## src/rtl/lcac_pkg.sv

```systemverilog
`default_nettype none

package lcac_pkg;

  localparam int unsigned NODES_DEF = 1024;
  localparam int unsigned NODE_W    = 10;
  localparam int unsigned DEPTH_W   = 11;
  localparam logic [DEPTH_W-1:0] DEPTH_MAX = 11'd2047;

  typedef enum logic {
    ALU_ADD = 1'b0,
    ALU_SUB = 1'b1
  } alu_op_e;

  typedef struct packed {
    logic carry;
    logic zero;
  } alu_flags_t;

endpackage

`default_nettype wire

```

## src/rtl/lcac_alu.sv

```systemverilog
`default_nettype none

module lcac_alu #(
  parameter int unsigned W = 17
) (
  input  var lcac_pkg::alu_op_e op_i,
  input  wire logic [W-1:0]     a_i,
  input  wire logic [W-1:0]     b_i,
  output logic [W-1:0]          res_o,
  output lcac_pkg::alu_flags_t  flags_o
);

  logic [W:0] sum;

  always_comb begin
    case (op_i)
      lcac_pkg::ALU_ADD: sum = {1'b0, a_i} + {1'b0, b_i};
      lcac_pkg::ALU_SUB: sum = {1'b0, a_i} - {1'b0, b_i};
      default:           sum = '0;
    endcase
  end

  assign res_o         = sum[W-1:0];
  assign flags_o.carry = sum[W];
  assign flags_o.zero  = (sum[W-1:0] == '0);

endmodule

`default_nettype wire

```

## config.mk

```make
export PLATFORM = sky130hd
export DESIGN_NAME = lcac_alu
export DESIGN_NICKNAME = d
export VERILOG_FILES = /design/src/rtl/lcac_pkg.sv /design/src/rtl/lcac_alu.sv
export SDC_FILE = /design/constraint.sdc
export NUM_CORES = 1
export LEC_CHECK = 0
export BUFFER_PORTS_ARGS = -buffer_cell sky130_fd_sc_hd__buf_2
export CORE_MARGIN = 4
export CORE_UTILIZATION = 30
export DETAILED_ROUTE_END_ITERATION = 10
export GPL_ROUTABILITY_DRIVEN = 0
export PLACE_DENSITY = 0.55
export SLEW_MARGIN = 0
export SYNTH_ARGS = -nofsm -noshare
export SYNTH_HDL_FRONTEND = slang
export SYNTH_SLANG_ARGS = --single-unit
```

## constraint.sdc

```tcl
create_clock -name vclk -period 10.4
set_input_delay 1.56 -clock vclk [all_inputs]
set_output_delay 1.56 -clock vclk [all_outputs]
set_load 0.01 [all_outputs]
```

==> reports/summary.txt, run 1 <==
Slew headroom - 0.5494
Crit-path slowest cell - nor4_1
GR Util All Layers - 0.1238
HP Start - b_i[0]
die height - 76.16 um
grt ovf - 0
diodes inserted - 0
Max Freq - 150.6 MHz
Seq Cell Count - 0
vias - 1590
clock buffer count - 0
post-layout util - 0.3875
most frequent cells in the layout - buf_2 (54), nor2_1 (21), xnor2_1 (19)
Die X - 76.16 um
Reg area - 0 um2
WHS Endpoint - res_o[0]
Die Area - 0.005800 mm2
Starting Density - 0.3158
worst hold stages - 4
status - finished, final reports clean
leakage - 0.8036 nW
most common cell after layout, fill and taps aside - buf_2
max cap viols - 0
CP required - 8840 ps
Final Cycle Share - 0.6385
# nets final - 304
worst-path fanout max - 10
post-synthesis sequential area ratio - 0
post-route antenna net violation count - 0
VDD IR max - 0.03237 mV
DRC errors left - 0
post_cts resized - 0
final setup violation count - 0
critical path's top delay family - simple AND/OR/NAND/NOR gates
synthesis-to-layout area growth - 22.71%
post-synthesis cell count - 197
Least-Margin Pin Slew - 669.8 ps
Tmin final - 6640 ps
Mapped Area - 0.001394 mm2
Hold Crit Class - in -> out
Avg Vias per Cell - 5.300
critical path launch point type - input pin
row cnt - 24
TNS Setup - 0 ps
Mapped Avg Cell Area - 7.075 um2
fill cell total of the finished layout - 504
Cell Chain, Critical Path - buf_2 -> nor3_1 -> nand2_1 -> nor4_1 -> a21oi_1 -> xnor2_1 -> ha_1 -> a21oi_1 -> o21a_1 -> o2111ai_1 -> a311oi_1 -> nor4b_4 -> nand4bb_1 -> nor4_2 -> buf_2
io pins - 54
Post-CTS Setup Inserts - 0
synth warn - 0
core area - 0.004414 mm2
Stages on worst setup path - 15
largest net degree at the start of global routing - 18
Multi-input gate area - 0.001308 mm2
Post-DP HPWL - 3487 um
crit path DAT - 5080 ps
pwr dens - 94.16 mW/mm2
DR WL/cell - 13.18 um
global-route wire length before repair - 6423 um
syn_nets - 251
Post-CTS Hold Fix Bufs - 0
initial antenna violation count - 0
vias in the first global route - 1429
Worst path max stage delay - 530 ps
RSZ-0062 raised after global routing - false
WL final - 3955 um
Slew Viols, Final - 0
Initial DRC Count - 81
DRT Pass-1 Iters - 4
Synth cell types - 52
Min Hold Slack - 3513 ps
WP buf/inv - 2
Final Hold Vio Count - 0
IO buf count - 54
Crit Path Category - in -> out
layout cells sized above 1 - 0.2782
Crit. End Element - output pin
==> how the worst max path moves through the flow <==
stage / from / end / slack [ps]
5_1_grt: b_i[3] / flags_o[0] / 3510
2_1_floorplan: b_i[5] / flags_o[0] / 4510
4_1_cts: b_i[3] / flags_o[0] / 3740
3_5_place_dp: b_i[3] / flags_o[0] / 3760
6_report: b_i[3] / flags_o[0] / 3760
3_3_place_gp: b_i[3] / flags_o[0] / 3770
==> per-layer routing <==
metal	track usage	routed length [um]	up-vias
li1	-	-	847
met1	0.1785	1984	706
met2	0.2106	1791	35
met3	0.008274	161	2
met4	0.005245	17	0
met5	0	0	-
==> kinds of logic after synthesis <==
family | after synthesis | synth area share
buffers and inverters | 21 | 0.06194
xor gates and xnor gates | 22 | 0.1382
and+or+nand+nor | 72 | 0.2854
adders and majority gates | 19 | 0.1759
muxes | 1 | 0.008078
AOI/OAI and AO/OA | 62 | 0.3303
==> synth_stat cells, types with 4 or more instances <==
cell	number	area share
a211oi_1	5	0.027
a21o_1	5	0.027
a21oi_1	15	0.054
a31oi_1	7	0.031
ha_1	18	0.16
inv_1	18	0.048
nand2_1	12	0.032
nand2b_1	4	0.018
nor2_1	21	0.057
nor3_1	9	0.032
o2111ai_1	4	0.025
xnor2_1	19	0.12
==> cell type report <==
| class | count | share of cell area |
|---|---|---|
| inverters | 18 | 0.03950 |
| repair buffers | 54 | 0.1580 |
| well taps | 52 | 0.03804 |
| multi-input cells | 176 | 0.7644 |
==> power by group <==
part | switching, mW | internal, mW | total, mW
combinational | 0.0920 | 0.0690 | 0.161
clock | 0 | 0 | 0
sequential | 0 | 0 | 0
total | 0.0920 | 0.0690 | 0.161
==> stage by stage <==
step | instances | instance area [um2] | total power, mW | worst slack [ps]
6_report | 300 | 1710 | 0.1611 | 3760
5_1_grt | 300 | 1710 | 0.1774 | 3509
4_1_cts | 300 | 1710 | 0.1617 | 3745
3_5_place_dp | 300 | 1710 | 0.1606 | 3757
3_3_place_gp | 300 | 1710 | 0.1616 | 3771
2_1_floorplan | 197 | 1394 | 0.1132 | 4513
No activity file was read; power rests on OpenSTA's default activity.
==> run 2, diff against run 1 <==
--- a/config.mk
+++ b/config.mk
@@ -5,6 +5,7 @@
 export SDC_FILE = /design/constraint.sdc
 export NUM_CORES = 1
 export LEC_CHECK = 0
+export ABC_AREA = 1
 export BUFFER_PORTS_ARGS = -buffer_cell sky130_fd_sc_hd__buf_2
 export CORE_MARGIN = 4
 export CORE_UTILIZATION = 30
==> constraint.sdc (replaced) <==
create_clock -name vclk -period 5.9
set_input_delay 0.885 -clock vclk [all_inputs]
set_output_delay 0.885 -clock vclk [all_outputs]
set_load 0.01 [all_outputs]
==> run 2 against run 1 <==
Net effect: area after synthesis rose by 16%; combinational power rose by 71%; largest cell class unchanged; via count rose by 20%; worst hold slack got worse by 1300 ps.
==> reports/summary.txt, run 2 <==
crit path DAT - 3550 ps (-1530 ps)
GR Util met3 - 0.005543 (-0.002731)
Post-DP HPWL - 3861 um (+11%)
GRT busiest layer - met2
Mapped Avg Cell Area - 5.072 um2 (-28%)
# nets final - 427 (+40%)
top cell type by total area after synthesis - nand2_1
global-route wire length before repair - 7251 um (+13%)
synthesis-to-layout area growth - 21.88%
DRT Pass-1 Iters - 4 (unchanged)
Slew headroom - 0.7086 (+0.1592)
post_cts resized - 0 (unchanged)
Die Area - 0.006613 mm2 (+14%)
post-layout util - 0.3800 (-0.007453)
WL final - 4175 um (+5.6%)
DRC errors left - 0 (unchanged)
largest net degree at the start of global routing - 11 (-7)
io pins - 54 (unchanged)
GR Util All Layers - 0.1302 (+0.006452)
max cap viols - 0 (unchanged)
worst-path fanout max - 5 (-5)
TNS Setup - 0 ps (unchanged)
Crit. End Element - output pin
Least-Margin Pin Slew - 432.5 ps (-237.3 ps)
Crit Path Category - in -> out
VDD IR max - 0.03866 mV (+19%)
post-route antenna net violation count - 0 (unchanged)
Seq Cell Count - 0 (unchanged)
final setup violation count - 0 (unchanged)
Min Hold Slack - 2174 ps (-1339 ps)
pwr dens - 140.4 mW/mm2 (+49%)
Synth area leaders - nand2_1 (24%), inv_1 (17%), ha_1 (14%)
Tmin final - 4435 ps
Max Freq - 225.5 MHz
vias - 1912 (+20%)
Post-CTS Setup Inserts - 0 (unchanged)
grt met1 use - 0.1767 (-0.001845)
DR WL/cell - 9.467 um (-28%)
CP required - 5020 ps (-3820 ps)
grt ovf - 0 (unchanged)
syn_nets - 372 (+48%)
met2 Use GR - 0.2370 (+0.02635)
post-synthesis sequential area ratio - 0 (unchanged)
most common cell in the netlist - nand2_1
RSZ-0062 raised after global routing - false
Total Power - 0.2761 mW (+71%)
diodes inserted - 0 (unchanged)
status - finished, final reports clean
Mapped Area - 0.001613 mm2 (+16%)
commonest cells in the synthesized netlist - nand2_1 (105), inv_1 (73), nor2_1 (29)
clock buffer count - 0 (unchanged)
vias in the first global route - 1812 (+27%)
critical path launch point type - input pin
core area - 0.005172 mm2 (+17%)
row cnt - 26 (+8.3%)
most frequent cells in the layout - nand2_1 (105), inv_1 (73), buf_2 (54)
die height - 81.32 um (+6.8%)
Reg area - 0 um2 (unchanged)
IO buf count - 54 (unchanged)
layout cells sized above 1 - 0.2102 (-0.06798)
Synth cell types - 27 (-48%)
most common cell after layout, fill and taps aside - nand2_1
Final Hold Vio Count - 0 (unchanged)
Slew Viols, Final - 0 (unchanged)
Avg Vias per Cell - 4.336 (-18%)
leakage - 1.272 nW (+58%)
Starting Density - 0.3118 (-0.003955)
post-synthesis cell count - 318 (+61%)
Initial DRC Count - 53 (-35%)
Hold Crit Class - in -> out
Die X - 81.32 um (+6.8%)
Post-CTS Hold Fix Bufs - 0 (unchanged)
initial antenna violation count - 0 (unchanged)
Final Cycle Share - 0.7516
top cell type's share of synthesized area - 0.2444 (+0.08280)
synth warn - 0 (unchanged)
==> run 2: changes by cell type after synthesis, sizes merged, moves of 8 or more <==
cell   before  now
xnor2      19    7
nand3       3   19
inv        18   77
a31oi       8    0
nor2       21   31
nand2      12  115
==> run 2: critical path: stages <==
cell	delay, ps
buf_2	110
inv_1	90
ha_1	180
nand2_1	60
nor2_1	120
nand3_1	100
nor2_1	190
nand2_1	70
nand2_1	90
o21ai_1	90
xor2_1	140
inv_1	60
ha_1	330
nand2_1	140
inv_1	60
nand2_1	60
nand2_1	40
a21oi_1	190
nand2_1	80
nand2_1	70
nand2_2	50
nor2_1	80
nand3_1	70
nor2_1	80
buf_2	130
==> run 2: layer usage <==
| metal | share of wire | wire (um) | vias to the layer above |
|---|---|---|---|
| li1 | - | - | 1070 |
| met4 | 0.0046 | 19 | 0 |
| met1 | 0.51 | 2132 | 806 |
| met3 | 0.030 | 127 | 2 |
| met5 | 0 | 0 | - |
| met2 | 0.45 | 1897 | 34 |
==> run 2: per-stage QoR <==
stage / area, um2 / instances / setup slack (ps)
2_1_floorplan: 1613 / 318 / 1860
3_3_place_gp: 1966 / 441 / 1472
3_5_place_dp: 1966 / 441 / 1419
4_1_cts: 1966 / 441 / 1409
5_1_grt: 1966 / 441 / 1028
6_report: 1966 / 441 / 1465
==> run 2: logic make-up after synthesis <==
kind of cell | after synthesis | synth area share
adder cells (fa/ha/maj) | 19 | 0.1521
buffers and inverters | 79 | 0.1846
XOR/XNOR | 17 | 0.09232
AO/OA/AOI/OAI | 19 | 0.06905
AND/OR/NAND/NOR | 184 | 0.5019
==> run 2: power breakdown <==
group	internal [mW]	switching, mW
registers	0	0
clock network	0	0
logic	0.108	0.169
==> run 2: path summary, 6_finish.rpt <==
path	slack, ps	from	end	cells past startpoint
setup / recovery	1470	b_i[0]	flags_o[0]	25
hold / removal	2170	b_i[0]	res_o[0]	4
==> run 2: layout make-up <==
| type | count | area [um2] |
|---|---|---|
| fillers | 613 | 3207 |
| inverters | 78 | 292.8 |
| multi-input cells | 239 | 1315 |
| well taps | 70 | 87.58 |
| repair buffers | 54 | 270.3 |
