[src/rtl/lcac_pkg.sv]
`default_nettype none

package lcac_pkg;

  localparam int unsigned NODES_DEF = 1024;
  localparam int unsigned NODE_W    = 10;
  localparam int unsigned DEPTH_W   = 11;
  localparam logic [DEPTH_W-1:0] DEPTH_MAX = 11'd2047;

  typedef enum logic {
    ALU_ADD = 1'b0,
    ALU_SUB = 1'b1
  } alu_op_e;

  typedef struct packed {
    logic carry;
    logic zero;
  } alu_flags_t;

endpackage

`default_nettype wire

[src/rtl/lcac_engine.sv]
`default_nettype none

module lcac_engine #(
  parameter int unsigned NODES = lcac_pkg::NODES_DEF,
  localparam int unsigned AW   = $clog2(NODES),
  localparam int unsigned UW   = (AW > lcac_pkg::DEPTH_W) ? AW : lcac_pkg::DEPTH_W,
  localparam int unsigned W    = UW + 1
) (
  input  wire logic                         clk_i,
  input  wire logic                         rst_ni,
  input  wire logic                         start_i,
  input  wire logic                         kind_i,
  input  wire logic [lcac_pkg::NODE_W-1:0]  node_a_i,
  input  wire logic [lcac_pkg::NODE_W-1:0]  node_b_i,
  output logic                              busy_o,
  output logic                              done_o,
  output logic [lcac_pkg::NODE_W-1:0]       ancestor_o,
  output logic [AW-1:0]                     raddr0_o,
  output logic [AW-1:0]                     raddr1_o,
  input  wire logic [AW-1:0]                parent0_i,
  input  wire logic [AW-1:0]                parent1_i,
  input  wire logic [lcac_pkg::DEPTH_W-1:0] depth0_i,
  input  wire logic [lcac_pkg::DEPTH_W-1:0] depth1_i,
  output logic                              we_o,
  output logic [AW-1:0]                     waddr_o,
  output logic [AW-1:0]                     wparent_o,
  output logic [lcac_pkg::DEPTH_W-1:0]      wdepth_o,
  output lcac_pkg::alu_op_e                 alu_op_o,
  output logic [W-1:0]                      alu_a_o,
  output logic [W-1:0]                      alu_b_o,
  input  wire logic [W-1:0]                 alu_res_i,
  input  var lcac_pkg::alu_flags_t          alu_flags_i
);

  localparam int unsigned SW = $clog2(NODES + 1);

  typedef enum logic [4:0] {
    ST_IDLE  = 5'b00001,
    ST_LDWR  = 5'b00010,
    ST_CMP   = 5'b00100,
    ST_LIFT  = 5'b01000,
    ST_CLIMB = 5'b10000
  } state_e;

  function automatic logic [AW-1:0] to_idx(logic [lcac_pkg::NODE_W-1:0] id);
    if (32'(id) < 32'(NODES)) begin
      return AW'(id);
    end
    return '0;
  endfunction

  state_e                       state_q, state_d;
  logic [AW-1:0]                a_q, a_d, b_q, b_d;
  logic [lcac_pkg::DEPTH_W-1:0] diff_q, diff_d;
  logic [SW-1:0]                steps_q, steps_d;
  logic                         valid_q, valid_d;
  logic [AW-1:0]                anc_q, anc_d;
  logic                         accept;

  assign accept = start_i && (state_q == ST_IDLE);

  always_comb begin
    state_d  = state_q;
    a_d      = a_q;
    b_d      = b_q;
    diff_d   = diff_q;
    steps_d  = steps_q;
    valid_d  = 1'b0;
    anc_d    = anc_q;
    we_o     = 1'b0;
    wdepth_o = '0;
    alu_op_o = lcac_pkg::ALU_SUB;
    alu_a_o  = '0;
    alu_b_o  = '0;
    case (state_q)
      ST_IDLE: begin
        if (accept) begin
          a_d     = to_idx(node_a_i);
          b_d     = to_idx(node_b_i);
          state_d = kind_i ? ST_CMP : ST_LDWR;
        end
      end
      ST_LDWR: begin
        alu_op_o = lcac_pkg::ALU_ADD;
        alu_a_o  = W'(depth1_i);
        alu_b_o  = W'(1);
        wdepth_o = alu_res_i[lcac_pkg::DEPTH_W] ? lcac_pkg::DEPTH_MAX
                                                : alu_res_i[lcac_pkg::DEPTH_W-1:0];
        we_o     = (a_q != '0);
        state_d  = ST_IDLE;
      end
      ST_CMP: begin
        alu_a_o = W'(depth0_i);
        alu_b_o = W'(depth1_i);
        if (alu_flags_i.carry) begin
          a_d = b_q;
          b_d = a_q;
        end else begin
          diff_d  = alu_res_i[lcac_pkg::DEPTH_W-1:0];
          state_d = ST_LIFT;
        end
      end
      ST_LIFT: begin
        alu_a_o = W'(diff_q);
        alu_b_o = W'(1);
        if (diff_q != '0) begin
          a_d    = parent0_i;
          diff_d = alu_res_i[lcac_pkg::DEPTH_W-1:0];
        end else if (a_q == b_q) begin
          valid_d = 1'b1;
          anc_d   = a_q;
          state_d = ST_IDLE;
        end else begin
          steps_d = '0;
          state_d = ST_CLIMB;
        end
      end
      ST_CLIMB: begin
        alu_a_o = W'(parent0_i);
        alu_b_o = W'(parent1_i);
        if (alu_flags_i.zero || (steps_q == SW'(NODES))) begin
          valid_d = 1'b1;
          anc_d   = parent0_i;
          state_d = ST_IDLE;
        end else begin
          a_d     = parent0_i;
          b_d     = parent1_i;
          steps_d = steps_q + SW'(1);
        end
      end
      default: begin
        state_d = ST_IDLE;
      end
    endcase
  end

  always_ff @(posedge clk_i or negedge rst_ni) begin
    if (!rst_ni) begin
      state_q <= ST_IDLE;
      valid_q <= 1'b0;
    end else begin
      state_q <= state_d;
      valid_q <= valid_d;
    end
  end

  always_ff @(posedge clk_i) begin
    a_q     <= a_d;
    b_q     <= b_d;
    diff_q  <= diff_d;
    steps_q <= steps_d;
    anc_q   <= anc_d;
  end

  // Reads follow the next pointers, so the table outputs always belong to a_q and b_q.
  assign raddr0_o   = a_d;
  assign raddr1_o   = b_d;
  assign waddr_o    = a_q;
  assign wparent_o  = b_q;
  assign busy_o     = (state_q != ST_IDLE);
  assign done_o     = valid_q;
  assign ancestor_o = lcac_pkg::NODE_W'(anc_q);

`ifndef ASSERT_OFF
  ap_write_in_load: assert property (@(posedge clk_i) disable iff (!rst_ni)
    we_o |-> state_q == ST_LDWR)
    else $error("table write outside a load");
  ap_done_from_query: assert property (@(posedge clk_i) disable iff (!rst_ni)
    valid_q |-> $past(state_q == ST_LIFT || state_q == ST_CLIMB))
    else $error("result without a query");
  ap_load_path: assert property (@(posedge clk_i) disable iff (!rst_ni)
    (start_i && !busy_o && !kind_i) |=> state_q == ST_LDWR)
    else $error("load request did not reach the write step");
  ap_steps_bound: assert property (@(posedge clk_i) disable iff (!rst_ni)
    state_q == ST_CLIMB |-> steps_q <= SW'(NODES))
    else $error("climb step count out of bound");
`endif

endmodule

`default_nettype wire

[config.mk]
export PLATFORM = sky130hd
export DESIGN_NAME = lcac_engine
export DESIGN_NICKNAME = d
export VERILOG_FILES = /design/src/rtl/lcac_pkg.sv /design/src/rtl/lcac_engine.sv
export SDC_FILE = /design/constraint.sdc
export NUM_CORES = 1
export LEC_CHECK = 0
export CAP_MARGIN = 10
export CORE_MARGIN = 8
export CORE_UTILIZATION = 25
export DETAILED_ROUTE_END_ITERATION = 10
export DONT_BUFFER_PORTS = 1
export PLACE_DENSITY = 0.43
export RECOVER_POWER = 50
export SETUP_SLACK_MARGIN = 0.15
export SKIP_CTS_REPAIR_TIMING = 1
export SYNTH_ARGS = -nofsm -noshare
export SYNTH_HDL_FRONTEND = slang
export SYNTH_SLANG_ARGS = --single-unit
[constraint.sdc]
create_clock -name clk_i -period 2.7 [get_ports clk_i]
set_input_delay 0.54 -clock clk_i [delete_from_list [all_inputs] [get_ports clk_i]]
set_output_delay 0.54 -clock clk_i [all_outputs]
set_load 0.02 [all_outputs]
==> results of run 1 <==
cells by family (layout without fill, tap and decap cells):
logic type / Yosys count / in the layout / share of synthesized area (%)
buffers and inverters: 33 / 78 / 4.98
muxes: 13 / 13 / 3.86
AOI/OAI and AO/OA: 81 / 82 / 20.2
adders and majority gates: 2 / 2 / 0.743
xor gates and xnor gates: 19 / 19 / 4.94
other: 1 / 2 / 0.111
and+or+nand+nor: 142 / 142 / 20.2
DFF: 58 / 58 / 44.9
Yosys cell counts, types with 4 or more instances:
master,count
a22o_1,9
nand4_1,5
dfxtp_1,20
nor4_1,5
a21o_1,8
buf_6,4
xnor2_1,12
mux2i_1,13
buf_2,5
o21ai_0,6
nand2_1,54
and3b_1,4
clkbuf_1,11
o2bb2ai_1,10
dfrtp_1,5
a22oi_1,16
nor2_1,38
edfxtp_1,32
a221o_1,17
inv_1,8
and3_1,6
nand3_1,12
xor2_1,7
power breakdown:
group | switching, uW | total, uW | internal [uW] | leakage (uW)
Sequential | 353 | 1470 | 1120 | 0.000507
Clock | 419 | 1280 | 859 | 0.000159
Combinational | 1170 | 1870 | 702 | 0.00114
Total | 1940 | 4620 | 2680 | 0.00180
final cells by class:
type / instances / area [sq um]
clock buffer: 12 / 256
fill: 1339 / 8720
timing repair buffer: 53 / 438
clock inverter: 4 / 73.8
multi-input combinational: 260 / 1920
timing repair inverter: 1 / 7.51
sequential: 58 / 1520
inverter: 8 / 33.8
tap: 176 / 220
path summary, 6_finish.rpt:
kind	to	slack, ns	cells after the start
max	raddr1_o[7]	-0.16	8
min	state_q[0]	0.05	0
max reg2reg	ancestor_o[4]	0.31	8
min reg2reg	steps_q[0]	0.66	2
max in group asynchronous	state_q[2]	1.93	1
min in group clk_i	state_q[1]	0.26	1
per-stage QoR:
stage	cells	hold WS (ns)	power [uW]	TNS (ns)	setup slack (ns)
global placement	543	0.245	3100	0	0.0841
floorplan	350	0.244	2610	0	0.254
detailed placement	543	0.245	3110	0	0.0373
finish	572	0.0534	4620	-2.33	-0.163
CTS	559	-0.116	4400	-5.91	-0.316
global route	572	0.0355	4820	-5.08	-0.311
routing by layer:
metal  wire length (microns)  track usage [%]  vias to the layer above
met5                       0                0                        -
met4                     256             6.38                        0
met3                    1340             5.41                       18
met2                    6850             23.2                      165
met1                    6020             18.8                     1525
li1                        -                -                     1388
flip-flops by register name (all words and copies together), names as in the netlist:
signal and count:
done_o 1, diff_q 11, state_q 5, steps_q 11
ancestor_o 10, wparent_o 10, waddr_o 10
==> qor.csv, run 1 <==
metric;value;unit
fin_ws;-0.163;ns
io_pins;169;
layout_common_cells;46 x nand2_1, 38 x nor2_1, 32 x edfxtp_1, 29 x buf_4, 20 x dfxtp_1;
clockBufferDepth;2;
synth_cell_types;52;
max_cap_violations;0;
firstDrtPassIters;4;
synth_area_leaders;edfxtp_1 29%, dfxtp_1 12%, nand2_1 6.0%;
critPathRequiredTime;2.16;ns
syn_inst;349;
crit_path_end_kind;output port;
critPathTopFamily;compound AO/OA/AOI/OAI gates;
grt_pass1_wl;19.9;mm
max_freq;349;MHz
slowest_stage;edfxtp_1;
min_period;2.86;ns
final_layout_size_suffix_gt1_share;27.3;%
wl_per_cell;25.3;microns
grt-ovfl-total;0;
cp.buffers_inverters;2;
ant_nets;0;
track_usage;15.2;%
path_clk_slew;0.05;ns
yosysWarnings;0;
ys_ff_latch;58;
ctsRootBufferMaster;clkbuf_16;
synth_top_area_cell;edfxtp_1;
crit_start;steps_q[1];
finalSetupViolCount;20;
synth_edf_count;32;
failed_checks;setup timing;
criticalPathCategory;register to output port;
synthToLayoutAreaGrowth;32.7;%
dpl-instance-area;3780;sq um
start_util;25.5;%
crit_arrival;2.32;ns
status;complete, but fails checks;
htreeDepth;3;
period_share;106;%
hold_path.class;input pin to asynchronous set/reset pin;
synth_ff_type;edfxtp_1;
numCtsBuffers;9;
async_reset_ff_share;10.3;%
dieWidth;132;microns
wirelength;14.5;mm
slew_viol_final;0;
place_hpwl;10.7;mm
finalHoldViolCount;0;
power_density;1030;nW/um^2
leakage;0.00180;uW
yosysTopAreaCellShare;28.5;%
design_area;4470;sq um
gp_congestion;0.843;
rsz0062_at_grt;true;
drcViolationCount;0;
antenna_found_initial;0;
critPathLaunchType;register;
seq_area_frac_synth;44.9;%
fp.coreArea;13200;sq um
fin_util;33.9;%
vias;3096;
slowest_delay;0.41;ns
antenna-diode-count;0;
port_buffers;0;
die_height;132;microns
tightestPinTransition;0.915;ns
layout_commonest_cell;nand2_1;
insertion_delay;0.34;ns
synth.avg_cell_area;9.65;sq um
fin_nets;473;
drt_iter0_markers;248;
rows;42;
cts_tree;yes;
syn_area;3370;sq um
fin_skew;0.0119;ns
grt_pass1_vias;2985;
critical_path.cell_chain;inv_1, ha_1, nor4b_4, a41oi_4, buf_6, o211ai_1, o21bai_4, a21o_4;
vdd_drop_max;0.321;mV
clock_sinks;58;
grt_max_degree;24;
dieArea;17400;sq um
r2r-start;wparent_o[9];
crit_fanout;7;
via_per_inst;5.41;
max_slew_margin;39.0;%
Power figures use the tool's default switching activity.
==> inputs of run 2 (changes only) <==
==> constraint.sdc (replaced) <==
create_clock -name clk_i -period 3.6 [get_ports clk_i]
set_input_delay 0.72 -clock clk_i [delete_from_list [all_inputs] [get_ports clk_i]]
set_output_delay 0.72 -clock clk_i [all_outputs]
set_load 0.02 [all_outputs]
==> run 2 against run 1 <==
- the run now ends clean
- largest cell class unchanged
- setup slack improved by 0.49 ns
- final cell count decreased by 7.3%
- sequential power decreased by 21%
- sequential share of layout area increased by 5.2 points
- critical path depth decreased by 1
==> qor.csv, run 2 (synthesized netlist as in run 1, its figures left out) <==
metric;value;unit
status;finished clean;
rsz0062_at_grt;false;
finalPower;3150;uW
crit_path_end_kind;output port;
regArea;1510;sq um
fp.coreArea;13200;sq um
slew_viol_final;0;
clock_sinks;58;
critPathRequiredTime;2.88;ns
vdd_drop_max;0.370;mV
path_clk_slew;0.05;ns
use_met1;18.4;%
antenna_found_initial;1;
leakage;0.00155;uW
insertion_delay;0.33;ns
die_height;132;microns
htreeDepth;3;
clockBufferDepth;2;
firstDrtPassIters;5;
antenna-diode-count;0;
via_per_inst;5.47;
finalSetupViolCount;0;
start_util;25.5;%
rows;42;
numCtsBuffers;9;
grt_pass1_wl;19.4;mm
grt-ovfl-total;0;
fin_tns_setup;0;ns
grt.busiest_layer;met2;
grt_use_met2;23.2;%
max_freq;306;MHz
power_density;814;nW/um^2
place_hpwl;10.4;mm
port_buffers;0;
crit_arrival;2.55;ns
min_period;3.27;ns
dpl-instance-area;3550;sq um
multiInputGateArea;1700;sq um
max_cap_violations;0;
final_layout_size_suffix_gt1_share;9.04;%
drt_iter0_markers;160;
vias;2900;
layout_common_cells;53 x nand2_1, 38 x nor2_1, 32 x edfxtp_1, 20 x dfxtp_1, 17 x a221o_1;
period_share;90.9;%
grt_max_degree;24;
fin_skew;0.00621;ns
gp_congestion;0.806;
layout_commonest_cell;nand2_1;
criticalPathCategory;register to output port;
design_area;3870;sq um
finalHoldViolCount;0;
ctsRootBufferMaster;clkbuf_16;
hold_path.class;input pin to asynchronous set/reset pin;
crit_fanout;15;
drcViolationCount;0;
top_regs;diff_q (11), steps_q (11);
ant_nets;0;
grt_pass1_vias;2997;
fill_cells;1443;
max_slew_margin;28.7;%
cts_tree;yes;
wl_per_cell;25.1;microns
track_usage;14.8;%
synthToLayoutAreaGrowth;14.9;%
fin_nets;432;
io_pins;169;
dieWidth;132;microns
wirelength;13.3;mm
tightestPinTransition;1.06;ns
critPathLaunchType;register;
dieArea;17400;sq um
use_met3;5.18;%
-- run 2: cell count changes in the layout (fill, tap and decap cells not counted), moves of 6 or more --
cell / change
buf_4: -20
a21o_1: +7
buf_6: -10
nand2_2: -6
nand2_1: +7
a22oi_1: +7
a21o_4: -7
a22oi_2: -7
-- run 2: final timing paths --
path / start / end / slack, ns / depth (start not counted)
setup / recovery: steps_q[0] / raddr0_o[9] / 0.33 / 7
hold / removal: rst_ni / state_q[4] / 0.08 / 0
setup reg to reg: waddr_o[3] / steps_q[7] / 0.94 / 5
hold reg to reg: steps_q[0] / steps_q[0] / 0.63 / 1
max in group asynchronous: rst_ni / state_q[0] / 3.35 / 0
min in group clk_i: kind_i / state_q[1] / 0.45 / 1
-- run 2: cell type report --
| class | instances | share of cell area (%) |
|---|---|---|
| tap | 176 | 5.69 |
| sequential | 58 | 39.1 |
| multi-input combinational | 259 | 43.9 |
| timing repair buffer | 14 | 2.23 |
| clock buffer | 13 | 6.73 |
| inverter | 8 | 0.776 |
| clock inverter | 2 | 1.55 |
-- run 2: through the flow --
stage / worst slack (ns) / cells / hold slack (ns) / util [%]
final: 0.327 / 530 / 0.0791 / 29.3
after global routing: 0.209 / 530 / 0.0620 / 29.3
after CTS: 0.0943 / 529 / 0.0639 / 29.3
after detailed placement: 0.459 / 514 / 0.425 / 26.9
after global placement: 0.535 / 514 / 0.425 / 26.9
after floorplan: 0.897 / 350 / 0.424 / -
-- run 2: power breakdown --
part / total [uW] / internal (uW) / switching, uW
sequential: 1160 / 841 / 314
clock: 933 / 640 / 293
combinational: 1060 / 352 / 710
-- run 2: worst max-delay path: stages (launching register included) --
cell and delay [ns]:
edfxtp_1 0.39, inv_1 0.06, ha_1 0.18, nor4b_2 0.17, a41oi_4 0.35, o21a_1 0.21
o211ai_2 0.29, a221o_1 0.57
-- run 2: routing by layer --
| layer | routed length [microns] | part of all wire, % |
|---|---|---|
| met1 | 5450 | 41 |
| met2 | 6100 | 46 |
| met3 | 1490 | 11 |
| met4 | 231 | 1.7 |
| met5 | 0 | 0 |
==> inputs of run 3 (changes only) <==
==> constraint.sdc (replaced) <==
create_clock -name clk_i -period 4.15 [get_ports clk_i]
set_input_delay 0.83 -clock clk_i [delete_from_list [all_inputs] [get_ports clk_i]]
set_output_delay 0.83 -clock clk_i [all_outputs]
set_load 0.02 [all_outputs]
==> run 3 against run 2 <==
- sequential power fell by 11%
- die area unchanged
- hold slack gained 0.11 ns
- sequential share of layout area is 0.92 points higher
- combinational power fell by 18%
- flip-flop and latch count stayed put
- largest power group unchanged
==> qor.csv, run 3 (synthesized netlist as in run 1, its figures left out) <==
metric;value;unit
status;finished clean;
fp.coreArea;13200;sq um
max_slew_margin;23.5;%
ant_nets;0;
drt_iter0_markers;246;
criticalPathCategory;register to output port;
gp_congestion;0.811;
port_buffers;0;
place_hpwl;10.3;mm
dieWidth;132;microns
crit_fanout;22;
synthToLayoutAreaGrowth;12.3;%
finalPower;2640;uW
io_pins;169;
final_layout_size_suffix_gt1_share;7.49;%
via_per_inst;5.33;
tightestPinTransition;1.15;ns
grt_pass1_wl;19.4;mm
clockBufferDepth;2;
layout_commonest_cell;nand2_1;
period_share;89.5;%
crit_path_end_kind;output port;
rsz0062_at_grt;false;
clock_sinks;58;
rows;42;
insertion_delay;0.33;ns
layout_common_cells;54 x nand2_1, 38 x nor2_1, 32 x edfxtp_1, 20 x dfxtp_1, 17 x a221o_1;
fin_skew;0.00485;ns
track_usage;14.7;%
finalHoldViolCount;0;
grt_pass1_vias;2822;
wl_per_cell;25.3;microns
slowest_stage;clkbuf_1;
path_clk_slew;0.05;ns
min_period;3.71;ns
grt_max_degree;31;
cts_tree;yes;
fill_cells;1397;
critPathRequiredTime;3.32;ns
grt-ovfl-total;0;
ctsRootBufferMaster;clkbuf_16;
numCtsBuffers;9;
critical_path.cell_chain;nor3_1, and3b_1, and2_0, clkbuf_1, a221o_1, a21o_1;
antenna-diode-count;0;
leakage;0.00150;uW
finalSetupViolCount;0;
dieArea;17400;sq um
fin_nets;424;
fin_tns_setup;0;ns
slowest_delay;0.84;ns
crit_arrival;2.88;ns
wirelength;13.2;mm
start_util;25.5;%
max_cap_violations;0;
max_freq;269;MHz
hold_path.class;input pin to asynchronous set/reset pin;
htreeDepth;3;
power_density;698;nW/um^2
die_height;132;microns
drcViolationCount;0;
critPathLaunchType;register;
vdd_drop_max;0.209;mV
firstDrtPassIters;4;
vias;2788;
antenna_found_initial;0;
slew_viol_final;0;
top_regs;diff_q (11), steps_q (11);
run 3: cell types whose count changed in the layout (fill, tap and decap cells not counted):
cell        previous run  this run
a41oi_4                1         0
a41oi_2                0         1
bufinv_16              2         0
nand2_1               53        54
buf_4                  9         2
clkinv_2               0         1
nand2_2                1         0
clkinvlp_4             0         2
clkbuf_16              9        10
clkbuf_1               7         5
run 3: layer usage:
| layer | global-route usage [%] | wire [microns] |
|---|---|---|
| met5 | 0 | 0 |
| met4 | 4.59 | 189 |
| met3 | 5.64 | 1540 |
| met2 | 23.1 | 6100 |
| met1 | 18.2 | 5430 |
run 3: power breakdown:
part	switching [uW]	internal, uW
sequential	299	730
clock	270	472
combinational	584	285
total	1150	1490
run 3: final cells by class:
class / instances / area [sq um] / share of cell area, %
Timing Repair Buffer: 6 / 30.0 / 0.794
Sequential cell: 58 / 1510 / 40.0
Multi-Input combinational cell: 259 / 1690 / 44.6
Clock inverter: 3 / 20.0 / 0.530
Inverter: 8 / 30.0 / 0.794
Clock buffer: 13 / 282 / 7.45
Tap cell: 176 / 220 / 5.83
run 3: final timing paths:
kind,from,to,slack [ns],cells past startpoint
worst max register to register,waddr_o[0],ancestor_o[4],1.28,6
worst min register to register,steps_q[0],steps_q[0],0.62,1
max in group asynchronous,rst_ni,state_q[0],3.79,0
min in group clk_i,kind_i,state_q[1],0.57,1
worst max-delay path,state_q[2],raddr1_o[5],0.44,6
worst min-delay path,rst_ni,state_q[2],0.19,0
run 3: worst max-delay path: cells and delay by family (launching register included):
family	cells	cell delay, ns
buffers and inverters	1	0.84
AO/OA/AOI/OAI	2	0.55
AND/OR/NAND/NOR	3	0.69
flip-flops	1	0.45
run 3: stage by stage:
step	setup slack (ns)	instance area (sq um)	utilization, %	hold slack, ns	instances
after CTS	0.506	3800	28.8	0.179	523
after detailed placement	0.845	3500	26.5	0.535	507
after floorplan	1.23	3370	-	0.534	350
final	0.438	3780	28.7	0.190	523
after global placement	0.916	3500	26.5	0.535	507
after global routing	0.276	3780	28.7	0.177	523
